[config.mk]
export PLATFORM = sky130hd
export DESIGN_NAME = i2c_master_byte_engine
export DESIGN_NICKNAME = d
export VERILOG_FILES = /design/src/rtl/i2cm_pkg.sv /design/src/rtl/i2c_master_byte_engine.sv /design/src/rtl/i2cm_core.sv
export SDC_FILE = /design/constraint.sdc
export NUM_CORES = 1
export LEC_CHECK = 0
export BUFFER_PORTS_ARGS = -buffer_cell sky130_fd_sc_hd__buf_2
export CAP_MARGIN = 15
export CORE_UTILIZATION = 30
export CTS_CLUSTER_DIAMETER = 80
export CTS_CLUSTER_SIZE = 14
export DETAILED_ROUTE_END_ITERATION = 7
export GPL_TIMING_DRIVEN = 0
export HOLD_SLACK_MARGIN = 0.03
export PLACE_DENSITY = 0.49
export SLEW_MARGIN = 15
export SYNTH_ARGS = -nofsm -noshare
export SYNTH_HDL_FRONTEND = slang
export SYNTH_SLANG_ARGS = --single-unit
[constraint.sdc]
create_clock -name i_clk -period 6.1 [get_ports i_clk]
set_clock_uncertainty 0.05 [all_clocks]
set_input_delay 1.83 -clock i_clk [delete_from_list [all_inputs] [get_ports i_clk]]
set_output_delay 1.83 -clock i_clk [all_outputs]
set_load 0.005 [all_outputs]
[src/rtl/i2cm_pkg.sv]
// shared types and constants of the i2c master byte engine
package i2cm_pkg;

    // command codes
    typedef enum logic [1:0] {
        K_START = 2'd0,
        K_STOP  = 2'd1,
        K_WRITE = 2'd2,
        K_READ  = 2'd3
    } t_kind;

    // bit positions in the pin level pair
    localparam int PIN_SCL = 0;
    localparam int PIN_SDA = 1;

    localparam int          DELAY_COUNTER_BITS_DEF = 16;
    localparam logic [15:0] PHASE_TICKS_RESET      = 16'd5;

    // register indexes of the configuration port
    localparam logic REG_PHASE_TICKS = 1'b0;

    // one result beat
    typedef struct packed {
        logic       ack_level;
        logic [7:0] read_data;
        logic       done_res;
        logic       busy_res;
        logic       sda_out;
        logic       scl_out;
    } t_result;

endpackage

[src/rtl/i2c_master_byte_engine.sv]
// top level of the i2c master byte engine: stream ports, register port, output skid
//
//  channel   dir  handshake                 payload
//  s_axis    in   s_axis_tvalid/tready      one bus tick: sampled sda, optional command
//  m_axis    out  m_axis_tvalid/tready      pin levels and status for that tick
//  apb       in   psel/penable/pwrite       phase_ticks at byte address 0
//
// one input beat per cycle while s_axis_tready is high, one result beat per input beat;
// the sequencer state closes its loop combinationally inside i2cm_core, so throughput is
// one beat per clock while m_axis does not stall, and results are registered at acceptance
// reset (synchronous, active low) leaves both pins released and the engine idle
// a stall on m_axis fills the skid register, then s_axis_tready drops until it drains
module i2c_master_byte_engine #(
    parameter int DELAY_COUNTER_BITS = i2cm_pkg::DELAY_COUNTER_BITS_DEF
) (
    input  logic        i_clk,
    input  logic        i_rst_n,
    // input stream
    input  logic        s_axis_tvalid,
    output logic        s_axis_tready,
    input  logic [15:0] s_axis_tdata,   // [0] sda_in, [8:1] write_data, [9] send_ack
    input  logic [2:0]  s_axis_tuser,   // [0] cmd_valid, [2:1] kind
    // result stream
    output logic        m_axis_tvalid,
    input  logic        m_axis_tready,
    output logic [15:0] m_axis_tdata,   // [0] scl_out, [1] sda_out, [2] busy_res,
                                        // [3] done_res, [11:4] read_data, [12] ack_level
    // register port
    input  logic        psel,
    input  logic        penable,
    input  logic        pwrite,
    input  logic [2:0]  paddr,
    input  logic [31:0] pwdata,
    output logic [31:0] prdata,
    output logic        pready
);
    import i2cm_pkg::*;

    logic [15:0] r_phase_ticks;
    logic        r_out_valid;
    logic        r_skid_valid;
    t_result     r_out_data;
    t_result     r_skid_data;
    t_result     w_result;
    logic        w_accept;
    logic        w_cfg_wr;

    assign pready   = 1'b1;
    assign w_cfg_wr = psel && penable && pwrite && pready;

    // register read-back, word index is paddr[2]
    always_comb begin
        prdata = 32'd0;
        if (paddr[2] == REG_PHASE_TICKS) prdata = {16'd0, r_phase_ticks};
    end

    // input is taken whenever the skid register is free
    assign s_axis_tready = !r_skid_valid;
    assign w_accept      = s_axis_tvalid && s_axis_tready;

    i2cm_core #(
        .DELAY_COUNTER_BITS(DELAY_COUNTER_BITS)
    ) u_core (
        .i_clk        (i_clk),
        .i_rst_n      (i_rst_n),
        .i_step       (w_accept),
        .i_phase_ticks(r_phase_ticks),
        .i_sda_in     (s_axis_tdata[0]),
        .i_cmd_valid  (s_axis_tuser[0]),
        .i_kind       (s_axis_tuser[2:1]),
        .i_write_data (s_axis_tdata[8:1]),
        .i_send_ack   (s_axis_tdata[9]),
        .o_result     (w_result)
    );

    // control: config register and output/skid occupancy
    always_ff @(posedge i_clk) begin
        if (!i_rst_n) begin
            r_phase_ticks <= PHASE_TICKS_RESET;
            r_out_valid   <= 1'b0;
            r_skid_valid  <= 1'b0;
        end else begin
            if (w_cfg_wr && paddr[2] == REG_PHASE_TICKS) r_phase_ticks <= pwdata[15:0];
            if (w_accept) begin
                // stalled output with a beat still waiting goes to the skid
                if (r_out_valid && !m_axis_tready) r_skid_valid <= 1'b1;
                else r_out_valid <= 1'b1;
            end else if (r_out_valid && m_axis_tready) begin
                if (r_skid_valid) r_skid_valid <= 1'b0;
                else r_out_valid <= 1'b0;
            end
        end
    end

    // payload: no reset needed
    always_ff @(posedge i_clk) begin
        if (w_accept) begin
            if (r_out_valid && !m_axis_tready) r_skid_data <= w_result;
            else r_out_data <= w_result;
        end else if (r_out_valid && m_axis_tready && r_skid_valid) begin
            r_out_data <= r_skid_data;
        end
    end

    assign m_axis_tvalid = r_out_valid;
    assign m_axis_tdata  = {3'd0, r_out_data};

endmodule

[src/rtl/i2cm_core.sv]
// bus sequencer state and the per-tick step logic of the i2c master
module i2cm_core #(
    parameter int DELAY_COUNTER_BITS = i2cm_pkg::DELAY_COUNTER_BITS_DEF
) (
    input  logic              i_clk,
    input  logic              i_rst_n,
    input  logic              i_step,
    input  logic [15:0]       i_phase_ticks,
    input  logic              i_sda_in,
    input  logic              i_cmd_valid,
    input  logic [1:0]        i_kind,
    input  logic [7:0]        i_write_data,
    input  logic              i_send_ack,
    output i2cm_pkg::t_result o_result
);
    import i2cm_pkg::*;

    localparam int CMP_W = ((DELAY_COUNTER_BITS > 16) ? DELAY_COUNTER_BITS : 16) + 1;

    logic [1:0]                    r_pins, n_pins;
    logic                          r_busy, n_busy;
    t_kind                         r_kind, n_kind;
    logic [7:0]                    r_shift, n_shift;
    logic [3:0]                    r_bc, n_bc;
    logic [1:0]                    r_ps, n_ps;
    logic [DELAY_COUNTER_BITS-1:0] r_dc, n_dc;
    logic                          r_ack, n_ack;
    logic                          r_ack_send, n_ack_send;
    logic [7:0]                    r_read, n_read;

    logic [CMP_W-1:0] w_pt, w_cap, w_hold, w_dc_inc;
    logic [1:0]       w_pins_now;
    logic             w_busy_now, w_done_now, w_slot_end, w_fin;

    // pin change made on the first tick of a slot
    function automatic logic [1:0] enter_slot(input t_kind kind, input logic [1:0] ps,
                                              input logic [3:0] bc, input logic [7:0] shift,
                                              input logic acks, input logic [1:0] pins);
        logic [1:0] p;
        p = pins;
        case (kind)
            K_START: begin
                case (ps)
                    2'd0:    p[PIN_SDA] = 1'b1;
                    2'd1:    p[PIN_SCL] = 1'b1;
                    2'd2:    p[PIN_SDA] = 1'b0;
                    default: p[PIN_SCL] = 1'b0;
                endcase
            end
            K_STOP: begin
                case (ps)
                    2'd0:    p[PIN_SDA] = 1'b0;
                    2'd1:    p[PIN_SCL] = 1'b1;
                    default: p[PIN_SDA] = 1'b1;
                endcase
            end
            K_WRITE: begin
                if (ps == 2'd0) begin
                    p[PIN_SDA] = bc[3] ? 1'b1 : shift[~bc[2:0]];
                end else if (ps == 2'd1) begin
                    p[PIN_SCL] = 1'b1;
                end else begin
                    p[PIN_SCL] = 1'b0;
                end
            end
            default: begin
                if (ps == 2'd2) begin
                    p[PIN_SDA] = 1'b1;
                end else if (ps == 2'd0) begin
                    p[PIN_SCL] = 1'b1;
                end else begin
                    p[PIN_SCL] = 1'b0;
                    if (bc == 4'd7) p[PIN_SDA] = ~acks;
                end
            end
        endcase
        return p;
    endfunction

    // slot length: zero acts as one, capped at the counter range
    assign w_pt   = (i_phase_ticks == 16'd0) ? CMP_W'(1) : CMP_W'(i_phase_ticks);
    assign w_cap  = CMP_W'(1) << DELAY_COUNTER_BITS;
    assign w_hold = (w_pt > w_cap) ? w_cap : w_pt;

    always_comb begin
        n_pins     = r_pins;
        n_busy     = r_busy;
        n_kind     = r_kind;
        n_shift    = r_shift;
        n_bc       = r_bc;
        n_ps       = r_ps;
        n_dc       = r_dc;
        n_ack      = r_ack;
        n_ack_send = r_ack_send;
        n_read     = r_read;
        w_busy_now = 1'b0;
        w_done_now = 1'b0;
        w_fin      = 1'b0;

        // launch a command when idle
        if (!r_busy && i_cmd_valid) begin
            n_busy     = 1'b1;
            n_kind     = t_kind'(i_kind);
            n_ack_send = i_send_ack;
            n_shift    = (t_kind'(i_kind) == K_WRITE) ? i_write_data : 8'd0;
            n_bc       = 4'd0;
            n_ps       = (t_kind'(i_kind) == K_READ) ? 2'd2 : 2'd0;
            n_dc       = '0;
            n_pins     = enter_slot(n_kind, n_ps, n_bc, n_shift, n_ack_send, n_pins);
        end

        w_pins_now = n_pins;
        w_dc_inc   = CMP_W'(n_dc) + CMP_W'(1);
        w_slot_end = (w_dc_inc >= w_hold);

        if (n_busy) begin
            w_busy_now = 1'b1;
            if (w_slot_end) begin
                n_dc = '0;
                case (n_kind)
                    K_START: begin
                        if (n_ps == 2'd3) w_fin = 1'b1;
                        else n_ps = n_ps + 2'd1;
                    end
                    K_STOP: begin
                        if (n_ps >= 2'd2) w_fin = 1'b1;
                        else n_ps = n_ps + 2'd1;
                    end
                    K_WRITE: begin
                        // ack sampled at the end of the high phase after the last bit
                        if (n_ps == 2'd1 && n_bc[3]) n_ack = i_sda_in;
                        if (n_ps < 2'd2) begin
                            n_ps = n_ps + 2'd1;
                        end else if (n_bc[3]) begin
                            w_fin = 1'b1;
                        end else begin
                            n_bc = n_bc + 4'd1;
                            n_ps = 2'd0;
                        end
                    end
                    default: begin
                        if (n_ps == 2'd2) begin
                            n_ps = 2'd0;
                        end else if (n_ps == 2'd0) begin
                            if (!n_bc[3]) n_shift = {n_shift[6:0], i_sda_in};
                            n_ps = 2'd1;
                        end else if (n_bc[3]) begin
                            n_read          = n_shift;
                            n_pins[PIN_SDA] = 1'b1;
                            w_fin           = 1'b1;
                        end else begin
                            n_bc = n_bc + 4'd1;
                            n_ps = 2'd0;
                        end
                    end
                endcase
                if (w_fin) begin
                    n_busy     = 1'b0;
                    w_done_now = 1'b1;
                end else begin
                    n_pins = enter_slot(n_kind, n_ps, n_bc, n_shift, n_ack_send, n_pins);
                end
            end else begin
                n_dc = n_dc + DELAY_COUNTER_BITS'(1);
            end
        end
    end

    always_ff @(posedge i_clk) begin
        if (!i_rst_n) begin
            r_pins     <= 2'b11;
            r_busy     <= 1'b0;
            r_kind     <= K_START;
            r_shift    <= 8'd0;
            r_bc       <= 4'd0;
            r_ps       <= 2'd0;
            r_dc       <= '0;
            r_ack      <= 1'b0;
            r_ack_send <= 1'b0;
            r_read     <= 8'd0;
        end else if (i_step) begin
            r_pins     <= n_pins;
            r_busy     <= n_busy;
            r_kind     <= n_kind;
            r_shift    <= n_shift;
            r_bc       <= n_bc;
            r_ps       <= n_ps;
            r_dc       <= n_dc;
            r_ack      <= n_ack;
            r_ack_send <= n_ack_send;
            r_read     <= n_read;
        end
    end

    assign o_result.scl_out   = w_pins_now[PIN_SCL];
    assign o_result.sda_out   = w_pins_now[PIN_SDA];
    assign o_result.busy_res  = w_busy_now;
    assign o_result.done_res  = w_done_now;
    assign o_result.read_data = n_read;
    assign o_result.ack_level = n_ack;

endmodule

# After elaboration in Yosys (flattened, before gate mapping)
# Index checks and enable logic that the tools add are counted.
# totals
in_bits,61
reg_bits,89
elab_cells,194
# classes
magnitude_cmp,5
bitwise_logic,3
add_sub_neg,4
n_mux,113
n_reduce_logical,28
n_eq_ne,16
# op_table
op,n
8-bit 2-to-1 mux,16
16-bit 2-to-1 mux,5
1-bit 2-to-1 mux,50
13-bit 2-to-1 mux,3
4-bit 2-to-1 mux,9
2-bit 2-to-1 mux,17
2-bit one-hot mux with 3 select lines,3
16-bit by 1-bit adder with 17-bit output (second input constant),1
17-bit >= comparator,1
17-bit greater-than comparator (second input constant),1
17-bit 2-to-1 mux,1
16-bit by 1-bit adder with 16-bit output (second input constant),1
16-bit logical NOT,1
2-bit equality test (second input constant),7
1-bit one-hot mux with 2 select lines,6
2-bit by 1-bit equality test with 1-bit output (second input constant),5
2-bit logical NOT,5
1-bit logical AND,9
4-bit one-hot mux with 2 select lines,1
2-bit AND reduction,3
2-bit OR reduction,3
4-bit by 1-bit adder with 4-bit output (second input constant),1
4-bit by 3-bit equality test with 1-bit output (second input constant),1
3-bit by 4-bit less-than comparator with 1-bit output (second input constant),1
13 further kinds,18

# Logic depth before layout (Yosys ltp)
# depth
depth_word,19
depth_mapped,25

# Modules after synthesis
# Synthesis repeated with hierarchy kept, for this count alone.
# hier_totals
hier_cells,648
area_unflattened_um2,5611.6
# by_module_without_submodules
module,instances,seq_area_each_um2,area_each_um2,cells_per_inst
i2cm_core,1,900.9,3677.3,484
i2c_master_byte_engine,1,1141.1,1934.4,164

# Least setup slack after synthesis
# No wires, ideal clock.
# synth_timing
kind,input-to-reg
start,in s_axis_tuser[0]
end,"reg r_out_data (netlist bit m_axis_tdata[5]), data pin"
path_slack_ns,-0.244
path_buffers,7
setup_ns,0.260
cell_stages,24
arrival_ns,6.034
cell_sequence,nand2b_1 -> buf_2 -> buf_1 -> clkbuf_1 -> clkbuf_1 -> and2_1 -> ha_1 -> nand2_1 -> or4b_4 -> buf_6 -> nor2_1 -> xnor2_1 -> ha_1 -> a211o_1 -> o211ai_1 -> a21oi_1 -> nor3_1 -> a21o_1 -> buf_6 -> nor3_4 -> buf_6 -> nor2_1 -> a21oi_2 -> mux2_2
# synth_between
elab_chain_cells,10
word_cells_on_any_way,23
# synth_lines
element,line_no,rtl
"start, declared",i2c_master_byte_engine.sv:22,"input logic [2:0] s_axis_tuser,"
1-bit logical AND *,i2cm_core.sv:101,if (!r_busy && i_cmd_valid) begin
branches (longest 6 deep; another with 16-bit by 1-bit adder with 17-bit output),--,
8-bit 2-to-1 mux *,i2cm_core.sv:116,if (n_busy) begin
net u_core.n_read[1],i2cm_core.sv:29,"logic [7:0] r_read, n_read;"
13-bit 2-to-1 mux *,i2c_master_byte_engine.sv:98,if (r_out_valid && !m_axis_tready) r_skid_data <= w_result;
13-bit 2-to-1 mux *,i2c_master_byte_engine.sv:97,if (w_accept) begin
"end signal, assigned",i2c_master_byte_engine.sv:99,else r_out_data <= w_result;
"end signal, assigned",i2c_master_byte_engine.sv:101,r_out_data <= r_skid_data;
"end, declared",i2c_master_byte_engine.sv:42,t_result r_out_data;
# Mark *: on every way through the listed nets, which the timed path passes. The select of a mux whose other input is x is not followed.
# A chain may end at the register's enable or synchronous reset.

# Worst setup path in the final report
# layout_timing
start,in s_axis_tuser[0]
end,"reg r_out_data (netlist bit m_axis_tdata[6]), data pin"
# The elaborated chain is that of the path after synthesis.

==> impl_metrics.ini <==
[synth]
yosysWarnings = 0
postSynthCellCount = 665
yosysTopAreaCell = dfxtp_1
synth_edf_count = 26
yosysTopAreaCellShare = 0.2239
synthTopCellsByArea = dfxtp_1 (22%), edfxtp_1 (14%), nand2_1 (7.5%)
yosysSeqAreaShare = 0.3625
synth.most_common_cell = nand2_1
syn-cell-area_sq_um = 5633
synth-async-reset-ratio = 0
synth_ff_type = dfxtp_1
syn_area_per_cell_sq_um = 8.471
ys_ff_latch = 89
ys_top_cells_by_count = nand2_1 (112), dfxtp_1 (63), nor2_1 (44)
synth.distinct_cells = 72

[sta]
tightest_slew_ps = 879.3
setup_viol = 0
drv_slew = 0
hold_violations = 0
period_share = 0.9715
rsz0062_at_grt = false
period_needed_ps = 5926
max_freq_mhz = 168.7
maxSlewHeadroom = 0.4117

[global_routing]
grt_pass1_wl_microns = 25590
grt.busiest_layer = met2
antenna_found_initial = 0
first_global_vias = 4923
gr-usage-met3 = 0.03211
use_met1 = 0.2099
grt_overflow = 0
grtUsageTotal = 0.1684
grt_use_met2 = 0.2913
grt_max_degree = 20

[setup_path]
startpoint_type = input port
cp.arrival_ps = 5990
critPathKind = in -> reg
end_kind = flop
worst-path-max-fanout = 10
required_ps = 6160

[pwr]
finalPower_mw = 1.405
ir_drop_v = 0.0001441
p_leak_nw = 2.649
p_per_area_nw_per_um2 = 209.7

[routing]
num_vias = 4997
finalWirelength_microns = 16010
drt_pre_antenna_iters = 8
detail_route.vias_per_cell = 5.007
ant_nets = 0
drcViolationCount = 5
drt_first_iter_violations = 308
wire_per_inst_microns = 16.04

[floorplanning]
die_h_microns = 139.0
die-width_microns = 139.0
boundaryPins = 112
fp.coreArea_sq_um = 18210
rows = 49
initial_utilization = 0.3094
dieArea_sq_um = 19330

[clocking]
clock-root-buffer = clkbuf_16
cts_max_path_buffers = 2
cts_sinks = 89
cts_buffers = 9
clkLatencyLatePin_ps = 350
clk_pin_slew_ps = 70
htree_num_levels = 3
hold_buffers = 0
cts_tree = yes

[layout]
fillers = 1902
fin_nets = 847
n_antenna_cell = 0
final_util = 0.3680
drive_gt1_frac = 0.1977
syn_to_final_growth_pct = 18.97

[flow_run]
drv_cap = 0

[outcome]
failed_checks = DRC
status = finished with violations

[placed_design]
dp_hpwl_microns = 12330
place.gp.congestion = 0.8522
numPortBuffers = 66

[min_path]
hold_class = reg -> reg
==> kinds of logic after synthesis <==
group | share of synthesized area
and+or+nand+nor | 0.2221
adders and majority gates | 0.05064
AOI/OAI and AO/OA | 0.2166
DFF | 0.3625
other | 0.001333
muxes | 0.05153
buffers and inverters | 0.07974
xor gates and xnor gates | 0.01555
==> cell usage in the layout (no fill, tap or decap), types with 25 or more instances in the layout <==
cell and instances:
dfxtp_1 63, inv_1 29, buf_2 67, nand3_1 27, buf_4 25, clkbuf_1 27, o21ai_0 27, nand2_1 112
edfxtp_1 26, a21oi_1 29, a21boi_0 29, nor2_1 43
==> metal layers <==
metal	wire length (microns)	vias to the layer above
li1	-	2528
met3	691	21
met1	7415	2310
met4	280	0
met2	7624	138
met5	0	-
==> final timing paths <==
check                                               startpoint                              to  slack, ps  cells past startpoint
worst max-delay path                           s_axis_tuser[0]       m_axis_tdata[6]$_DFFE_PP_        170                     22
worst min-delay path            u_core.r_shift[5]$_SDFFE_PN0P_  u_core.r_shift[5]$_SDFFE_PN0P_        410                      2
worst max register to register      u_core.r_busy$_SDFFE_PN0P_       m_axis_tdata[6]$_DFFE_PP_       1280                     22
worst min register to register  u_core.r_shift[5]$_SDFFE_PN0P_  u_core.r_shift[5]$_SDFFE_PN0P_        410                      2
==> worst max-delay path, stage by stage <==
cell and delay (ps):
buf_2 150, nand2b_1 90, buf_6 170, buf_12 130, clkbuf_8 170, and2_1 140, ha_1 200, nand2_1 100
or4b_4 550, buf_6 160, xor2_2 190, ha_1 320, and4_1 170, a221o_1 310, o2111ai_1 250, a21o_1 160
buf_6 170, nor3_4 70, buf_6 180, nor2_1 110, a21oi_2 60, mux2_2 280
==> power by group <==
group          leakage [nW]  switching, mW  internal (mW)
Clock                 0.143          0.272          0.289
Sequential            0.741        0.00788          0.628
Combinational          1.77          0.127         0.0818
Total                  2.65          0.407          0.998
==> registers in the layout, summed over array words and instances (netlist names) <==
name,count
u_core.r_shift,8
u_core.r_ack,1
r_phase_ticks,16
r_skid_valid,1
u_core.r_ps,2
u_core.r_ack_send,1
u_core.r_pins,2
u_core.r_kind,2
u_core.r_busy,1
u_core.r_dc,16
u_core.r_bc,4
u_core.r_read,8
r_skid_data,13
m_axis_tvalid,1
m_axis_tdata,13
==> layout make-up <==
cell class	instances	area (sq um)	share of cell area
plain buffers	58	369.1	0.05508
clock buffers	9	225.2	0.03361
flip-flops and latches	89	2042	0.3047
multi-input cells	506	3233	0.4824
clock inverters	7	72.57	0.01083
well taps	229	286.5	0.04276
inverters	29	108.9	0.01624
repair buffers	71	364.1	0.05433
==> what timing repair did <==
action | in CTS | in global routing
endpoints found under the setup margin | 62 | 18
gates resized for setup | 9 | 5
hold endpoints to repair | 0 | 0
pin swaps | 0 | 5
setup buffers | 0 | 2
cloned | 0 | 1
==> per-stage QoR <==
step / hold slack, ps / setup TNS [ps] / area, sq um / setup WS [ps] / std cells
floorplan: 381.2 / 0 / 5704 / 38.86 / 683
finish: 407.0 / 0 / 6701 / 173.9 / 998
detailed placement: 398.8 / -54020 / 6334 / -1130 / 980
global route: 430.8 / 0 / 6701 / 15.42 / 998
global placement: 389.7 / -58040 / 6321 / -1189 / 978
CTS: 409.4 / 0 / 6664 / 27.69 / 995
Note: power is estimated with default switching activity, not from simulation.
